==> config.mk <==
export PLATFORM = sky130hd
export DESIGN_NAME = elite_pool_replace_worst
export DESIGN_NICKNAME = d
export VERILOG_FILES = /design/src/rtl/core/epool_pkg.sv /design/src/rtl/core/elite_pool_replace_worst.sv
export VERILOG_INCLUDE_DIRS = /design/src /design/src/rtl/core
export SDC_FILE = /design/constraint.sdc
export NUM_CORES = 2
export LEC_CHECK = 0
export BUFFER_PORTS_ARGS = -buffer_cell sky130_fd_sc_hd__buf_2
export CAP_MARGIN = 20
export CORE_MARGIN = 8
export CORE_UTILIZATION = 35
export CTS_BUF_LIST = sky130_fd_sc_hd__clkbuf_8
export DETAILED_ROUTE_END_ITERATION = 12
export GPL_TIMING_DRIVEN = 0
export MAX_ROUTING_LAYER = met4
export PLACE_DENSITY = 0.54
export SETUP_SLACK_MARGIN = 0.15
export SLEW_MARGIN = 20
export SYNTH_ARGS = -nofsm -noshare
export SYNTH_HDL_FRONTEND = slang
export SYNTH_SLANG_ARGS = --single-unit
==> constraint.sdc <==
create_clock -name clk -period 11.9 [get_ports clk]
set_input_delay 2.38 -clock clk [delete_from_list [all_inputs] [get_ports clk]]
set_output_delay 2.38 -clock clk [all_outputs]
set_load 0.05 [all_outputs]
==> src/rtl/core/assert_macros.svh <==
// assertion helpers, compiled out when NO_ASSERTIONS is defined
`ifndef ASSERT_MACROS_SVH
`define ASSERT_MACROS_SVH

`ifndef NO_ASSERTIONS

// checked only outside reset
`define EP_ASSERT(label, prop) \
  label: assert property (@(posedge clk) disable iff (!rst_n) (prop)) \
    else $error("assertion failed");

// checked on every edge, reset included
`define EP_ASSERT_ALWAYS(label, prop) \
  label: assert property (@(posedge clk) (prop)) \
    else $error("assertion failed");

`else

`define EP_ASSERT(label, prop)
`define EP_ASSERT_ALWAYS(label, prop)

`endif

`endif

==> src/rtl/core/epool_pkg.sv <==
`timescale 1ns / 1ps

package epool_pkg;

  localparam int MAX_ENTRIES = 32;
  localparam int IDX_W       = $clog2(MAX_ENTRIES);
  localparam int CNT_W       = $clog2(MAX_ENTRIES + 1);

  localparam int KIND_W   = 2;
  localparam int OBJ_W    = 32;
  localparam int TAG_W    = 16;
  localparam int IDXF_W   = 5;
  localparam int SLOT_W   = 5;
  localparam int COUNT_W  = 6;
  localparam int DIV_W    = 17;
  localparam int FRAC_W   = 16;

  // threshold at which two zero objectives count as too close
  localparam logic [DIV_W-1:0] HALF_DIV = DIV_W'(32768);

  localparam logic [KIND_W-1:0] KIND_ADD    = 2'd0;
  localparam logic [KIND_W-1:0] KIND_REMOVE = 2'd1;
  localparam logic [KIND_W-1:0] KIND_CLEAR  = 2'd2;

  typedef struct packed {
    logic [KIND_W-1:0] kind;
    logic [OBJ_W-1:0]  objective;
    logic [TAG_W-1:0]  solution_tag;
    logic [IDXF_W-1:0] entry_index;
  } epool_in_t;

  typedef struct packed {
    logic               ok;
    logic [SLOT_W-1:0]  slot;
    logic [COUNT_W-1:0] count;
    logic               best_valid;
    logic [OBJ_W-1:0]   best_objective;
    logic [TAG_W-1:0]   best_tag;
    logic               best_ever_valid;
    logic [OBJ_W-1:0]   best_ever_objective;
    logic [TAG_W-1:0]   best_ever_tag;
  } epool_out_t;

endpackage

==> src/rtl/core/elite_pool_replace_worst.sv <==
`timescale 1ns / 1ps
// channel  | direction | handshake               | word
// in_      | input     | in_valid / in_stall     | epool_in_t  (kind, objective, tag, index)
// out_     | output    | out_valid / out_stall   | epool_out_t (ok, slot, count, best, record)
// cfg_     | input     | cfg_wr_en               | cfg_wr_data (threshold)
//
// one word at a time; a one-read, one-write array is walked one entry per cycle through a
// compare pipe. an add scans the pool for entries too close to it, decides, then scans for the
// pool minimum; a valid remove at index i shifts the entries above i down by one before that
// scan; a clear empties the pool, and any other word only runs the minimum scan.
// synchronous active-low reset empties the pool and clears the record and threshold.
// in_stall is high until the result is registered; a stalled result holds as the next word enters

`include "assert_macros.svh"

module elite_pool_replace_worst import epool_pkg::*; (
  input  logic             clk,
  input  logic             rst_n,
  input  logic             in_valid,
  output logic             in_stall,
  input  epool_in_t        in_word,
  output logic             out_valid,
  input  logic             out_stall,
  output epool_out_t       out_word,
  input  logic             cfg_wr_en,
  input  logic [DIV_W-1:0] cfg_wr_data
);

  typedef enum logic [7:0] {
    S_IDLE     = 8'b0000_0001,
    S_CHECK    = 8'b0000_0010,
    S_DECIDE   = 8'b0000_0100,
    S_SHIFT_RD = 8'b0000_1000,
    S_SHIFT_WR = 8'b0001_0000,
    S_BEST     = 8'b0010_0000,
    S_RECORD   = 8'b0100_0000,
    S_OUT      = 8'b1000_0000
  } state_t;

  localparam int CMP_W  = IDXF_W + CNT_W;
  localparam int SUM_W  = OBJ_W + 1;
  localparam int PROD_W = DIV_W + SUM_W;
  localparam int LHS_W  = SUM_W + FRAC_W;

  state_t state_r, state_nxt;

  logic [OBJ_W-1:0] mem_obj [MAX_ENTRIES];
  logic [TAG_W-1:0] mem_tag [MAX_ENTRIES];

  epool_in_t        op_r;
  logic [DIV_W-1:0] md_r;
  logic [CNT_W-1:0] count_r;
  logic [CNT_W-1:0] issue_r;
  logic [CNT_W-1:0] shj_r;

  logic             p1_vld_r, p2_vld_r, p3_vld_r;
  logic [IDX_W-1:0] p1_idx_r;
  logic [OBJ_W-1:0] rd_obj_r;
  logic [TAG_W-1:0] rd_tag_r;
  logic [SUM_W-1:0] s2_r, tw2_r;
  logic             zero2_r, zero3_r;
  logic [PROD_W-1:0] prod3_r;
  logic [LHS_W-1:0] lhs3_r;
  logic             reject_r;

  logic [OBJ_W-1:0] worst_obj_r;
  logic [IDX_W-1:0] worst_idx_r;
  logic [OBJ_W-1:0] best_obj_r;
  logic [TAG_W-1:0] best_tag_r;

  logic             ok_r;
  logic [IDX_W-1:0] slot_r;
  logic             rec_valid_r;
  logic [OBJ_W-1:0] rec_obj_r;
  logic [TAG_W-1:0] rec_tag_r;

  logic             out_valid_r;
  epool_out_t       out_r;

  logic             scanning, issue_en, scan_done, out_free, in_take;
  logic             room, add_ok, rm_ok_in, close3;
  logic [IDX_W-1:0] add_slot;
  logic [IDX_W-1:0] rd_addr, wr_addr;
  logic             wr_en;
  logic [OBJ_W-1:0] wr_obj;
  logic [TAG_W-1:0] wr_tag;
  logic [SUM_W-1:0] sum2, dbl2, tw2;
  logic [OBJ_W-1:0] diff2;

  assign scanning  = (state_r == S_CHECK) || (state_r == S_BEST);
  assign issue_en  = scanning && (issue_r < count_r);
  assign scan_done = scanning && !issue_en && !p1_vld_r && !p2_vld_r && !p3_vld_r;
  assign in_stall  = (state_r != S_IDLE);
  assign in_take   = in_valid && (state_r == S_IDLE);
  assign out_free  = !out_valid_r || !out_stall;
  assign out_valid = out_valid_r;
  assign out_word  = out_r;

  assign rm_ok_in = CMP_W'(in_word.entry_index) < CMP_W'(count_r);
  assign room     = count_r < CNT_W'(MAX_ENTRIES);
  assign add_ok   = !reject_r && (room || (op_r.objective < worst_obj_r));
  assign add_slot = room ? count_r[IDX_W-1:0] : worst_idx_r;

  // similarity front end: sum and clipped doubled distance
  always_comb begin
    sum2  = {1'b0, op_r.objective} + {1'b0, rd_obj_r};
    diff2 = (op_r.objective > rd_obj_r) ? (op_r.objective - rd_obj_r)
                                        : (rd_obj_r - op_r.objective);
    dbl2  = {diff2, 1'b0};
    tw2   = (dbl2 > sum2) ? sum2 : dbl2;
  end

  // min(2d, s) * 2^16 < min_div * s, or the fixed half when s is zero
  assign close3 = zero3_r ? (md_r > HALF_DIV) : ({1'b0, lhs3_r} < prod3_r);

  assign rd_addr = (state_r == S_SHIFT_RD) ? shj_r[IDX_W-1:0] : issue_r[IDX_W-1:0];

  always_comb begin
    wr_en   = 1'b0;
    wr_addr = add_slot;
    wr_obj  = op_r.objective;
    wr_tag  = op_r.solution_tag;
    if (state_r == S_DECIDE) begin
      wr_en = add_ok && (op_r.kind == KIND_ADD);
    end else if (state_r == S_SHIFT_WR) begin
      wr_en   = 1'b1;
      wr_addr = IDX_W'(shj_r - CNT_W'(1));
      wr_obj  = rd_obj_r;
      wr_tag  = rd_tag_r;
    end
  end

  always_ff @(posedge clk) begin
    if (wr_en) begin
      mem_obj[wr_addr] <= wr_obj;
      mem_tag[wr_addr] <= wr_tag;
    end
    rd_obj_r <= mem_obj[rd_addr];
    rd_tag_r <= mem_tag[rd_addr];
  end

  always_comb begin
    state_nxt = state_r;
    case (state_r)
      S_IDLE: begin
        if (in_valid) begin
          case (in_word.kind)
            KIND_ADD:    state_nxt = S_CHECK;
            KIND_REMOVE: state_nxt = rm_ok_in ? S_SHIFT_RD : S_BEST;
            default:     state_nxt = S_BEST;
          endcase
        end
      end
      S_CHECK:    if (scan_done) state_nxt = S_DECIDE;
      S_DECIDE:   state_nxt = S_BEST;
      S_SHIFT_RD: state_nxt = (shj_r < count_r) ? S_SHIFT_WR : S_BEST;
      S_SHIFT_WR: state_nxt = S_SHIFT_RD;
      S_BEST:     if (scan_done) state_nxt = S_RECORD;
      S_RECORD:   state_nxt = S_OUT;
      S_OUT:      if (out_free) state_nxt = S_IDLE;
      default:    state_nxt = S_IDLE;
    endcase
  end

  // datapath stages and trackers, no reset needed
  always_ff @(posedge clk) begin
    p1_idx_r <= issue_r[IDX_W-1:0];
    s2_r     <= sum2;
    tw2_r    <= tw2;
    zero2_r  <= (sum2 == '0);
    prod3_r  <= PROD_W'(md_r) * PROD_W'(s2_r);
    lhs3_r   <= {tw2_r, {FRAC_W{1'b0}}};
    zero3_r  <= zero2_r;
    if (p1_vld_r) begin
      if ((p1_idx_r == '0) || (rd_obj_r > worst_obj_r)) begin
        worst_obj_r <= rd_obj_r;
        worst_idx_r <= p1_idx_r;
      end
      if ((p1_idx_r == '0) || (rd_obj_r < best_obj_r)) begin
        best_obj_r <= rd_obj_r;
        best_tag_r <= rd_tag_r;
      end
    end
    if (in_take) begin
      op_r <= in_word;
    end
    if (state_r == S_IDLE) begin
      shj_r <= CNT_W'(in_word.entry_index) + CNT_W'(1);
    end else if (state_r == S_SHIFT_WR) begin
      shj_r <= shj_r + CNT_W'(1);
    end
    if (state_r == S_OUT && out_free) begin
      out_r.ok                  <= ok_r;
      out_r.slot                <= SLOT_W'(slot_r);
      out_r.count               <= COUNT_W'(count_r);
      out_r.best_valid          <= (count_r != '0);
      out_r.best_objective      <= (count_r != '0) ? best_obj_r : '0;
      out_r.best_tag            <= (count_r != '0) ? best_tag_r : '0;
      out_r.best_ever_valid     <= rec_valid_r;
      out_r.best_ever_objective <= rec_obj_r;
      out_r.best_ever_tag       <= rec_tag_r;
    end
  end

  always_ff @(posedge clk) begin
    if (!rst_n) begin
      state_r     <= S_IDLE;
      md_r        <= '0;
      count_r     <= '0;
      issue_r     <= '0;
      p1_vld_r    <= 1'b0;
      p2_vld_r    <= 1'b0;
      p3_vld_r    <= 1'b0;
      reject_r    <= 1'b0;
      ok_r        <= 1'b0;
      slot_r      <= '0;
      rec_valid_r <= 1'b0;
      rec_obj_r   <= '0;
      rec_tag_r   <= '0;
      out_valid_r <= 1'b0;
    end else begin
      state_r  <= state_nxt;
      p1_vld_r <= issue_en;
      p2_vld_r <= p1_vld_r;
      p3_vld_r <= p2_vld_r;
      // scan counter only runs inside a scan
      issue_r  <= issue_en ? (issue_r + CNT_W'(1)) : (scanning ? issue_r : '0);

      if (cfg_wr_en) begin
        md_r <= cfg_wr_data;
      end

      if (state_r == S_CHECK && p3_vld_r && close3) begin
        reject_r <= 1'b1;
      end

      case (state_r)
        S_IDLE: begin
          if (in_valid) begin
            ok_r     <= (in_word.kind == KIND_CLEAR);
            slot_r   <= '0;
            reject_r <= 1'b0;
            if (in_word.kind == KIND_CLEAR) begin
              count_r <= '0;
            end
          end
        end
        S_DECIDE: begin
          if (add_ok) begin
            ok_r   <= 1'b1;
            slot_r <= add_slot;
            if (room) begin
              count_r <= count_r + CNT_W'(1);
            end
          end
        end
        S_SHIFT_RD: begin
          if (shj_r >= count_r) begin
            count_r <= count_r - CNT_W'(1);
            ok_r    <= 1'b1;
          end
        end
        S_RECORD: begin
          // record follows the pool minimum only after an accepted add
          if (ok_r && (op_r.kind == KIND_ADD) && (count_r != '0) &&
              (!rec_valid_r || (best_obj_r < rec_obj_r))) begin
            rec_valid_r <= 1'b1;
            rec_obj_r   <= best_obj_r;
            rec_tag_r   <= best_tag_r;
          end
        end
        default: ;
      endcase

      if (state_r == S_OUT && out_free) begin
        out_valid_r <= 1'b1;
      end else if (out_valid_r && !out_stall) begin
        out_valid_r <= 1'b0;
      end
    end
  end

  `EP_ASSERT(a_count_bound, count_r <= CNT_W'(MAX_ENTRIES))
  `EP_ASSERT(a_pipe_in_scan, (p1_vld_r || p2_vld_r || p3_vld_r) |-> scanning)
  `EP_ASSERT(a_record_monotone, ($past(rst_n) && $past(rec_valid_r)) |->
    (rec_valid_r && (rec_obj_r <= $past(rec_obj_r))))
  `EP_ASSERT(a_best_valid_matches, out_valid_r |-> (out_r.best_valid == (out_r.count != '0)))

endmodule
Word level (Yosys, flattened, before mapping)
Memories as Yosys holds them, arrays and structs flattened. A register that Yosys moved wholly into a read port is not among the register bits.
Index checks and enable logic that the tools add are counted.
{"block": "op_classes", "n_lt_le_gt_ge": 13, "n_mux": 45, "n_addsub": 9, "n_reduce_logical": 45, "multipliers": 1, "n_eq_ne": 20}
{"op": "< comparator 32 bit", "n": 3}
{"op": "2-to-1 mux 32 bit", "n": 3}
{"op": "2-to-1 mux 6 bit", "n": 11}
{"op": "> comparator 32 bit", "n": 2}
{"op": "case mux 8 bit (8 select lines)", "n": 1}
{"op": "subtractor 32 bit", "n": 2}
{"op": "< comparator 49 x 50 -> 1 bit", "n": 1}
{"op": "multiplier 17 x 33 -> 50 bit", "n": 1}
{"op": "adder 32 x 32 -> 33 bit", "n": 1}
{"op": "> comparator 33 bit", "n": 1}
{"op": "logical NOT 33 bit", "n": 1}
{"op": "2-to-1 mux 33 bit", "n": 1}
{"op": "2-to-1 mux 16 bit", "n": 2}
{"op": "2-to-1 mux 8 bit", "n": 4}
{"op": "2-to-1 mux 5 bit", "n": 6}
{"op": "adder 6 x 1 -> 6 bit, second input constant", "n": 3}
{"op": "case mux 6 bit (3 select lines)", "n": 1}
{"op": "> comparator 17 x 16 -> 1 bit, second input constant", "n": 1}
{"op": "logical AND 1 bit", "n": 15}
{"op": "2-to-1 mux 1 bit", "n": 13}
{"op": "< comparator 6 bit", "n": 2}
{"op": "!= test 2 bit, second input constant", "n": 6}
{"op": "case mux 6 bit (2 select lines)", "n": 1}
{"op": "case mux 5 bit (2 select lines)", "n": 1}
{"op": "30 further kinds", "n": 50}
{"block": "totals", "regBits": 504, "word_cells": 174, "mem_count": 2, "output_inout_bits": 112, "ramBits": 1536, "input_bits": 77}
{"memory": "mem_obj", "words": 32, "width": 32, "read_ports": 1, "rd_clocked_by_memory_dff": 1, "write_ports": 1, "line": "elite_pool_replace_worst.sv:47", "rtl": "logic [OBJ_W-1:0] mem_obj [MAX_ENTRIES];"}
{"memory": "mem_tag", "words": 32, "width": 16, "read_ports": 1, "rd_clocked_by_memory_dff": 1, "write_ports": 1, "line": "elite_pool_replace_worst.sv:48", "rtl": "logic [TAG_W-1:0] mem_tag [MAX_ENTRIES];"}

Logic depth before layout (Yosys ltp)
{"block": "depth", "word_depth": 10, "ltp_mapped": 27, "ltp_nobuf": 24}

Worst setup path before layout
No wires, ideal clock.
{"block": "synth_path", "kind": "input -> register", "startpoint": "input out_stall", "endpoint": "register out_r, in the netlist out_word[0], enable pin", "arrival_ns": 7.704, "stages": 1, "setup_slack_ns": 3.581, "n_path_buf": 0, "setup_ns": 0.615, "required_time_ns": 11.285, "cell_sequence": "a21oi_1"}
{"block": "synth_between", "elab_chain_cells": 3}
{"element": "start: declaration", "line": "elite_pool_replace_worst.sv:23", "rtl": "input logic out_stall,"}
{"element": "logical NOT 1 bit", "line": "elite_pool_replace_worst.sv:95", "rtl": "assign out_free = !out_valid_r || !out_stall;"}
{"element": "logical OR 1 bit", "line": "elite_pool_replace_worst.sv:95"}
{"element": "logical AND 1 bit", "line": "elite_pool_replace_worst.sv:192", "rtl": "if (state_r == S_OUT && out_free) begin"}
{"element": "end: declaration", "line": "elite_pool_replace_worst.sv:78", "rtl": "epool_out_t out_r;"}
No other way between the ends.
A chain may end at the register's enable or synchronous reset.

Worst setup path after layout
{"block": "layout_path", "startpoint": "register rd_obj_r[0], read port of mem_obj", "endpoint": "register tw2_r[18]"}
{"block": "layout_between", "elab_chain_cells": 4, "elab_cells_between_ends": 7, "classes_between": "3 x add/sub; 2 x order compare; 2 x mux"}
{"element": "start: declaration", "line": "elite_pool_replace_worst.sv:58", "rtl": "logic [OBJ_W-1:0] rd_obj_r;"}
{"element": "subtractor 32 bit (tied with other cells)", "line": "elite_pool_replace_worst.sv:108", "rtl": ": (rd_obj_r - op_r.objective);"}
{"element": "2-to-1 mux 32 bit", "line": "elite_pool_replace_worst.sv:107", "rtl": "diff2 = (op_r.objective > rd_obj_r) ? (op_r.objective - rd_obj_r)"}
{"element": "> comparator 33 bit", "line": "elite_pool_replace_worst.sv:110", "rtl": "tw2 = (dbl2 > sum2) ? sum2 : dbl2;"}
{"element": "2-to-1 mux 33 bit (*)", "line": "elite_pool_replace_worst.sv:110"}
{"element": "named net tw2[18]", "line": "elite_pool_replace_worst.sv:87", "rtl": "logic [SUM_W-1:0] sum2, dbl2, tw2;"}
{"element": "end signal: assignment", "line": "elite_pool_replace_worst.sv:169", "rtl": "tw2_r <= tw2;"}
{"element": "end: declaration", "line": "elite_pool_replace_worst.sv:60", "rtl": "logic [SUM_W-1:0] s2_r, tw2_r;"}
The timed path passes the listed nets; every way through them passes the cells marked *.

==> out/metrics.csv <==
metric,value,unit
top_reg_cell synth,edfxtp_1,
RSZ-0062 raised after global routing,no,
largest net degree at the start of global routing,33,
gr usage total,0.235,
number of distinct library cells after synthesis,93,
setup violators final,0,
net count after synthesis,9729,
Min-Delay Endpoint,lhs3_r[46]$_DFF_P_,
FMAX,117,MHz
core area,297000,µm²
"setup slack, reg-to-reg",3370,ps
Placed Cells,13025,
maximum VDD drop,285,µV
R2R Path Start,rd_obj_r[0]$_DFF_P_,
CP Capture Type,flip-flop,
Vias,73255,
DR WL/cell,27.1,µm
crit path kind,reg2reg,
total negative setup slack,0,ps
first-pass GRT wire length,527000,µm
Placer Congestion,0.930,
ys async rst share,0,
DR DRC count,0,
clk sink count,2088,
Yosys top cell area share,0.515,
drt pass-1 iters,5,
#FFs+latches synth,2088,
worst min-delay path category,reg2reg,
Worst Tran Pin Value,1270,ps
"Slew Viols, Final",0,
fin crit share,0.717,
Layout area overhead,15.7,%
share of cells above drive strength 1,0.102,
Mapped Area,104000,µm²
non-filler instance count after layout,13663,
Initial Util,0.351,
worst rel slew slack,0.149,
hold_buf cts,0,
Mapped Avg Cell Area,11.9,µm²
Post-layout nets,10408,
H-tree levels,5,
TritonCTS Buffers,340,
CTS tree,done,
Syn Inst Count,8753,
"Reg clk slew, reported paths",60,ps
Worst R2R End,tw2_r[18]$_DFF_P_,
Routed WL,371000,µm
iteration-0 DRC count of the detailed router,7681,
final hold violation count,0,
"Arr. time, crit path",9280,ps
Power Density,190,nW/µm²
Fin Clk Skew,105,ps
Vias/cell,5.36,
setup bufs post-CTS,0,
outcome,"finished, final reports clean",
Final min period,8530,ps
die area,315000,µm²
number of synthesized flops with an enable pin,1787,
CTS Buffer Depth,4,
critical-path maximum fanout,10,
hold depth,0,
sequential area share after synthesis,0.573,
Leak,45.3,nW
initial antenna violation count,27,
CP Data Required Time,12650,ps
Setup crit start kind,flip-flop,
DP HPWL,279000,µm
CTS Root Cell,clkbuf_8,
Max-Cap Viols,0,
Post-CTS Resized,0,
Die Wd,562,µm
largest area contributor in the netlist,edfxtp_1,
I/O pin total,189,
largest cells by area after synthesis,"edfxtp_1 52%, fa_1 9.0%, nand2_1 6.1%, dfxtp_1 5.8%, ha_1 5.2%",
# rows,200,
number of buffers added on ports,187,
number of global-route vias before repair,73199,
HP Start,tw2_r[30]$_DFF_P_,
Skew-Pair Late Insertion Delay,1000,ps
Antenna Nets Post-Route,0,
Overflow after GRT,0,
Yosys Warn Count,0,
Die Y,562,µm
Reg2Reg Depth,23,
per-stage QoR:
step / power, W / hold WS [ps] / utilization / setup slack, ps / area [µm²]
floorplan: 0.0139 / 310 / - / 3580 / 104000
global placement: 0.0170 / 315 / 0.371 / -36.2 / 110000
detailed placement: 0.0171 / 312 / 0.385 / 3620 / 114000
CTS: 0.0230 / 311 / 0.406 / 3510 / 120000
global route: 0.0242 / 321 / 0.406 / 3090 / 120000
finish: 0.0229 / 311 / 0.406 / 3370 / 121000
per-layer routing:
layer,track usage,part of all wire,vias up
met1,0.307,0.42,37024
met3,0.0426,0.083,743
li1,-,-,32092
met2,0.366,0.45,3396
met4,0.0873,0.046,0
met5,-,0,-
power by group:
part / switching, W / internal (W) / total (W)
Combinational: 0.00528 / 0.00289 / 0.00817
Sequential: 0.000316 / 0.00847 / 0.00879
Clock: 0.00293 / 0.00302 / 0.00595
Yosys cell counts (all sizes together), types with 27 or more instances:
library cell  count
nand2b           38
a31oi           224
a21o            101
o21bai           38
buf              99
o21ai           137
ha              431
fa              468
nand3           429
a21oi           256
mux2i           281
o21a             27
a32oi           193
nor2b            37
and2            256
clkbuf          341
inv             836
xnor2            83
nand2          1684
nor3             48
edfxtp         1787
dfxtp           301
nor2            236
nand4            58
nor4             75
placed cells by master (no fill, tap or decap), types with 101 or more instances in the layout:
cell type and count:
edfxtp_1 1787, nand2_1 1683, inv_1 963, fa_1 468, ha_1 431, nand3_1 428
clkbuf_8 372, clkbuf_1 309, dfxtp_1 298, mux2i_1 281, and2_1 256, a21oi_1 252
buf_2 231, a31oi_1 224, nor2_1 204, a32oi_1 193, o21ai_0 101, a21o_1 101
state kept, by name (all words and copies together), names as in the netlist, 5 cells and up:
register,cells
s2_r,33
md_r,17
out_word,110
p1_idx_r,5
rd_obj_r,32
mem_obj,1024
rec_obj_r,32
best_obj_r,32
worst_obj_r,32
rd_tag_r,16
tw2_r,33
slot_r,5
issue_r,6
rec_tag_r,16
mem_tag,512
count_r,6
state_r,8
shj_r,6
op_r,50
lhs3_r,33
best_tag_r,16
prod3_r,50
worst_idx_r,5
kinds of logic (layout without fill, tap and decap cells):
kind of cell / after synthesis / in the layout / synth area share
simple gates: 2958 / 2958 / 0.127
flops: 2088 / 2088 / 0.573
buf+inv: 1279 / 2229 / 0.0472
compound gates: 1121 / 1121 / 0.0728
fa+ha+maj: 899 / 899 / 0.142
mux: 305 / 305 / 0.0296
xor+xnor: 103 / 103 / 0.00866
other cells: 0 / 21 / 0
worst max-delay path by stage:
stage	startpoint	endpoint	slack (ps)	depth (start not counted)
after detailed placement	s2_r[17]$_DFF_P_	prod3_r[48]$_DFF_P_	3620	22
final	rd_obj_r[0]$_DFF_P_	tw2_r[18]$_DFF_P_	3370	23
after global placement	out_stall	out_word[11]$_DFFE_PP_	-40	2
after global routing	md_r[4]$_SDFFE_PN0P_	prod3_r[48]$_DFF_P_	3090	23
after floorplan	out_stall	out_word[0]$_DFFE_PP_	3580	1
after CTS	rd_obj_r[0]$_DFF_P_	tw2_r[18]$_DFF_P_	3510	23
area by class of cell:
class / instances / area (µm²)
Inverter: 839 / 3150
Antenna cell: 21 / 52.6
Tap cell: 3939 / 4930
Multi-Input combinational cell: 5386 / 40200
Buffer: 440 / 1800
Timing Repair Buffer: 337 / 4300
Sequential cell: 2088 / 59700
Fill cell: 28036 / 176000
Clock buffer: 372 / 5120
Clock inverter: 241 / 1240
critical path, stage by stage (launching register included):
cell and delay [ps]:
dfxtp_1 1130, ha_1 330, inv_1 60, fa_1 390
a21oi_1 280, o211ai_2 180, a211oi_2 390, o31ai_2 190
a21oi_2 600, or2_1 210, buf_6 150, buf_6 220
buf_6 220, a21oi_1 100, xnor2_1 680, ha_1 280
nand4_1 240, nor4_1 460, a211o_1 190, a21oi_1 60
a31oi_1 780, clkbuf_1 560, clkbuf_1 420, a21oi_1 200
No activity file was read; power rests on OpenSTA's default activity.
